$ cat config.mk
export PLATFORM = sky130hd
export DESIGN_NAME = pwb_blend
export DESIGN_NICKNAME = d
export VERILOG_FILES = /design/src/rtl/pwb_pkg.sv /design/src/rtl/pwb_blend.sv
export SDC_FILE = /design/constraint.sdc
export NUM_CORES = 2
export LEC_CHECK = 0
export ABC_AREA = 1
export BUFFER_PORTS_ARGS = -buffer_cell sky130_fd_sc_hd__buf_2
export CORE_AREA = 3 3 322 324
export DETAILED_ROUTE_END_ITERATION = 7
export DIE_AREA = 0 0 325 327
export MAX_ROUTING_LAYER = met4
export PLACE_DENSITY = 0.77
export SYNTH_ARGS = -nofsm -noshare
export SYNTH_HDL_FRONTEND = slang
export SYNTH_SLANG_ARGS = --single-unit
$ cat constraint.sdc
create_clock -name clk -period 9.25 [get_ports clk]
set_input_delay 1.3875 -clock clk [delete_from_list [all_inputs] [get_ports clk]]
set_output_delay 1.3875 -clock clk [all_outputs]
set_load 0.01 [all_outputs]
$ cat src/rtl/pwb_pkg.sv
// Shared widths, configuration register codes and pipeline sideband type for the warp core.
package pwb_pkg;

    localparam int PIX_W     = 8;
    localparam int COORD_W   = 10;
    localparam int FRAC_W    = 16;
    localparam int QUO_W     = 30;
    localparam int NUM_W     = 44;
    localparam int IPART_W   = QUO_W - FRAC_W;
    localparam int CFG_IDX_W = 3;

    localparam logic MODE_LOAD  = 1'b0;
    localparam logic MODE_QUERY = 1'b1;

    typedef enum logic [CFG_IDX_W-1:0] {
        CFG_M00_M01    = 3'd0,
        CFG_M02_M10    = 3'd1,
        CFG_M11_M12    = 3'd2,
        CFG_M20_M21    = 3'd3,
        CFG_M22        = 3'd4,
        CFG_SRC_WIDTH  = 3'd5,
        CFG_SRC_HEIGHT = 3'd6
    } cfg_idx_t;

    // Per-item control traveling beside the datapath
    typedef struct packed {
        logic               valid;
        logic               mode;
        logic               wr_ok;
        logic [COORD_W-1:0] x;
        logic [COORD_W-1:0] y;
        logic [PIX_W-1:0]   pix;
        logic               degen;
        logic               off;
    } side_t;

endpackage

$ cat src/rtl/pwb_blend.sv
// Four-stage bilinear blend of four neighbor pixels with round-half-up.
module pwb_blend
    import pwb_pkg::*;
(
    input  logic              clk,
    input  logic              ce,
    input  logic [PIX_W-1:0]  v1,
    input  logic [PIX_W-1:0]  v2,
    input  logic [PIX_W-1:0]  v3,
    input  logic [PIX_W-1:0]  v4,
    input  logic [FRAC_W-1:0] fx,
    input  logic [FRAC_W-1:0] fy,
    output logic [PIX_W-1:0]  val
);

    localparam int WT_W = FRAC_W + 1;
    localparam int P_W  = PIX_W + WT_W;
    localparam int S_W  = P_W + 1;
    localparam int T_W  = S_W + WT_W;
    localparam logic [WT_W-1:0] ONE  = WT_W'(1) << FRAC_W;
    localparam logic [T_W:0]    HALF = (T_W+1)'(1) << (2*FRAC_W - 1);

    logic [WT_W-1:0] gx;
    logic [WT_W-1:0] gy;
    logic [P_W-1:0]  p1_reg, p2_reg, p3_reg, p4_reg;
    logic [WT_W-1:0] gy1_reg, fy1_reg, gy2_reg, fy2_reg;
    logic [S_W-1:0]  ra_reg, rb_reg;
    logic [T_W-1:0]  ta_reg, tb_reg;
    logic [T_W:0]    sum;
    logic [PIX_W-1:0] val_reg;

    assign gx = ONE - WT_W'(fx);
    assign gy = ONE - WT_W'(fy);

    // Horizontal weights
    always_ff @(posedge clk)
    begin
        if (ce)
        begin
            p1_reg  <= P_W'(v1) * P_W'(gx);
            p2_reg  <= P_W'(v2) * P_W'(fx);
            p3_reg  <= P_W'(v3) * P_W'(gx);
            p4_reg  <= P_W'(v4) * P_W'(fx);
            gy1_reg <= gy;
            fy1_reg <= WT_W'(fy);
        end
    end

    // Row sums
    always_ff @(posedge clk)
    begin
        if (ce)
        begin
            ra_reg  <= S_W'(p1_reg) + S_W'(p2_reg);
            rb_reg  <= S_W'(p3_reg) + S_W'(p4_reg);
            gy2_reg <= gy1_reg;
            fy2_reg <= fy1_reg;
        end
    end

    // Vertical weights
    always_ff @(posedge clk)
    begin
        if (ce)
        begin
            ta_reg <= T_W'(ra_reg) * T_W'(gy2_reg);
            tb_reg <= T_W'(rb_reg) * T_W'(fy2_reg);
        end
    end

    // Add one half and drop the 32 fraction bits
    assign sum = (T_W+1)'(ta_reg) + (T_W+1)'(tb_reg) + HALF;

    always_ff @(posedge clk)
    begin
        if (ce)
        begin
            val_reg <= sum[2*FRAC_W +: PIX_W];
        end
    end

    assign val = val_reg;

endmodule

==> out/metrics.csv <==
metric;value;unit
status;finished, violations left;
failing checks;DRC;
Worst EP arrival;7.14;ns
Post-Synth Adder-Cell Area;44.8;%
Crit. End Element;flip-flop;
Root Driver;clkbuf_16;
largest net degree at the start of global routing;109;
largest family of logic cells by synthesized area;adder cells;
routed wire length;153;mm
Pre-antenna DRT Iters;8;
max-cap violations;0;
number of synthesized flops with an enable pin;302;
DR vias/cell;5.39;
Global Route Usage Sum;30.4;%
mapped cell area;60600;um^2
share of cells above drive strength 1;2.73;%
Synth Area in XOR/XNOR;2.46;%
post_cts resized;0;
CP Data Required Time;9.56;ns
normalized max-slew margin;8.44;%
Port Buffers;73;
# clock sinks;302;
Slew @ Worst Pin;1.37;ns
TritonCTS clock tree;yes;
top-count cell post-synth;nand2_1;
Die X-Extent;325;um
CP Class;input pin to flip-flop;
hold_buf cts;0;
DP Wirelength;125;mm
Die H;327;um
drt initial violations;3629;
Row Count;117;
Final Cycle Share;73.9;%
DP Area;61700;um^2
Async SR Flop Fraction;0;%
CTS Buf Count;36;
routed len/inst;17.1;um
Peak Freq;0.146;GHz
top post-synthesis cells by area;fa_1 (34%), edfxtp_1 (15%), nand2_1 (13%), inv_1 (12%), ha_1 (10%);
Worst Skew;0.0459;ns
Post-synth top cells;nand2_1 (2103), inv_1 (1934), fa_1 (1040), ha_1 (506), nor2_1 (431);
DR DRC count;9;
Sum Neg Setup Slack;0;ns
area leader, netlist;fa_1;
vias in the first global route;50300;
register area share after synthesis;15.0;%
post-route cell area;63000;um^2
Vias;48200;
Post-synth top flop;edfxtp_1;
Critical Path Start Type;input pin;
Post-Syn Nets;9296;
worst skew pair latency;0.57;ns
P&R area growth vs syn;3.97;%
Ports;74;
distinct cell type count after synthesis;45;
Synth Warn #;0;
DIE AREA;106000;um^2
global-route wire length before repair;253;mm
post-synthesis mux area share;0;%
simple-gate share of the synthesized area;19.1;%
Tmin final;6.83;ns
RSZ-0062 raised after global routing;false;
Compound-Gate Fraction of Synth Area;4.70;%
Post-CTS Setup Bufs;0;
starting density of the core;59.7;%
htree depth;2;
worst min-delay path class;flip-flop to flip-flop;
Syn Inst Count;7684;
Yosys top cell area share;34.4;%
antenna viol nets, final;0;
critical path fanouts, max;34;
Max Transition Viols Final;0;
FF+latch count, synth;302;
Syn Area/Cell;7.88;um^2
Final Hold Violating Endpoints;0;
routability cong.;1.00;
initial antenna violation count;10;
core area;101000;um^2
grt ovf;0;
# setup viols final;0;
nets;9144;
Clock transition at path regs;0.06;ns
Clock Tree Buf Depth;3;
-- path summary, 6_finish.rpt --
kind,endpoint,start,depth (start not counted),slack (ns)
max,p1_reg[18]$_DFFE_PP_,fx[0],25,2.42
min,gy2_reg[7]$_DFFE_PP_,gy1_reg[7]$_DFFE_PP_,0,0.42
max reg2reg,tb_reg[25]$_DFFE_PP_,fy2_reg[3]$_DFFE_PP_,18,2.54
min reg2reg,gy2_reg[7]$_DFFE_PP_,gy1_reg[7]$_DFFE_PP_,0,0.42
-- critical path, cell delays in order --
cell      delay, ns
buf_2          0.70
inv_1          0.11
ha_1           0.27
nand3_2        0.13
nand2_1        0.07
nand2_1        0.26
clkinv_1       0.36
nand2_1        0.18
fa_1           0.47
fa_1           0.56
inv_1          0.06
fa_1           0.50
inv_1          0.06
fa_1           0.47
inv_1          0.04
ha_1           0.33
nand2_1        0.10
inv_1          0.06
nand2_1        0.05
nand2_1        0.13
inv_1          0.05
o21ai_0        0.41
nand3b_1       0.22
nand3_1        0.11
nand2_1        0.06
-- placed cells by master, fill, tap and decap left out, types with 5 or more instances in the layout --
cell type / netlist / final
nand2_1: 2103 / 2103
inv_1: 1934 / 1934
fa_1: 1040 / 1040
ha_1: 506 / 506
nor2_1: 431 / 431
edfxtp_1: 302 / 302
a21oi_1: 282 / 282
o21ai_0: 185 / 185
nand3_1: 177 / 177
xor2_1: 127 / 127
buf_2: 4 / 72
nand4_1: 70 / 70
xnor2_1: 43 / 43
clkbuf_16: 0 / 37
nor3_1: 35 / 35
buf_4: 3 / 33
o21bai_1: 20 / 20
nor4_1: 16 / 16
nor2_2: 14 / 14
a21o_1: 11 / 11
diode_2: 0 / 9
a31oi_1: 9 / 9
clkinv_1: 5 / 9
a21boi_0: 8 / 8
o21a_1: 8 / 8
or2_2: 8 / 8
nand3b_1: 6 / 6
inv_2: 6 / 6
nand2_2: 6 / 6
bufinv_16: 0 / 5
-- per-stage QoR --
stage / utilization, % / setup slack [ns] / cells / hold slack [ns]
2_1_floorplan: - / 2.88 / 7684 / 0.400
5_1_grt: 62.1 / 2.16 / 8932 / 0.423
3_3_place_gp: 60.9 / 2.09 / 8862 / 0.401
6_report: 62.1 / 2.42 / 8932 / 0.417
4_1_cts: 62.1 / 2.55 / 8923 / 0.418
3_5_place_dp: 60.9 / 1.96 / 8862 / 0.405
-- routing by layer --
metal	up-vias	routed length (um)	global-route usage, %
met5	-	0	-
met4	0	5310	9.56
met3	368	11900	4.47
met2	1892	73600	50.4
met1	23500	61800	38.8
li1	22400	-	-
-- final cells by class --
class	instances	area (um^2)
Multi-Input combinational cell	5141	43000
Fill cell	8860	38500
Sequential cell	302	9070
Inverter	1945	7300
Tap cell	1368	1710
Clock buffer	41	941
Timing Repair Buffer	106	623
Clock inverter	20	282
Antenna cell	9	22.5
-- kinds of logic after synthesis --
logic type	Yosys count
compound gates	536
xor+xnor	170
fa+ha+maj	1546
buf+inv	2241
flops	302
simple gates	2889
Power is left out: the tool's default activity adds up to more than one toggle a clock period on the data nets, which glitch-free logic cannot reach.
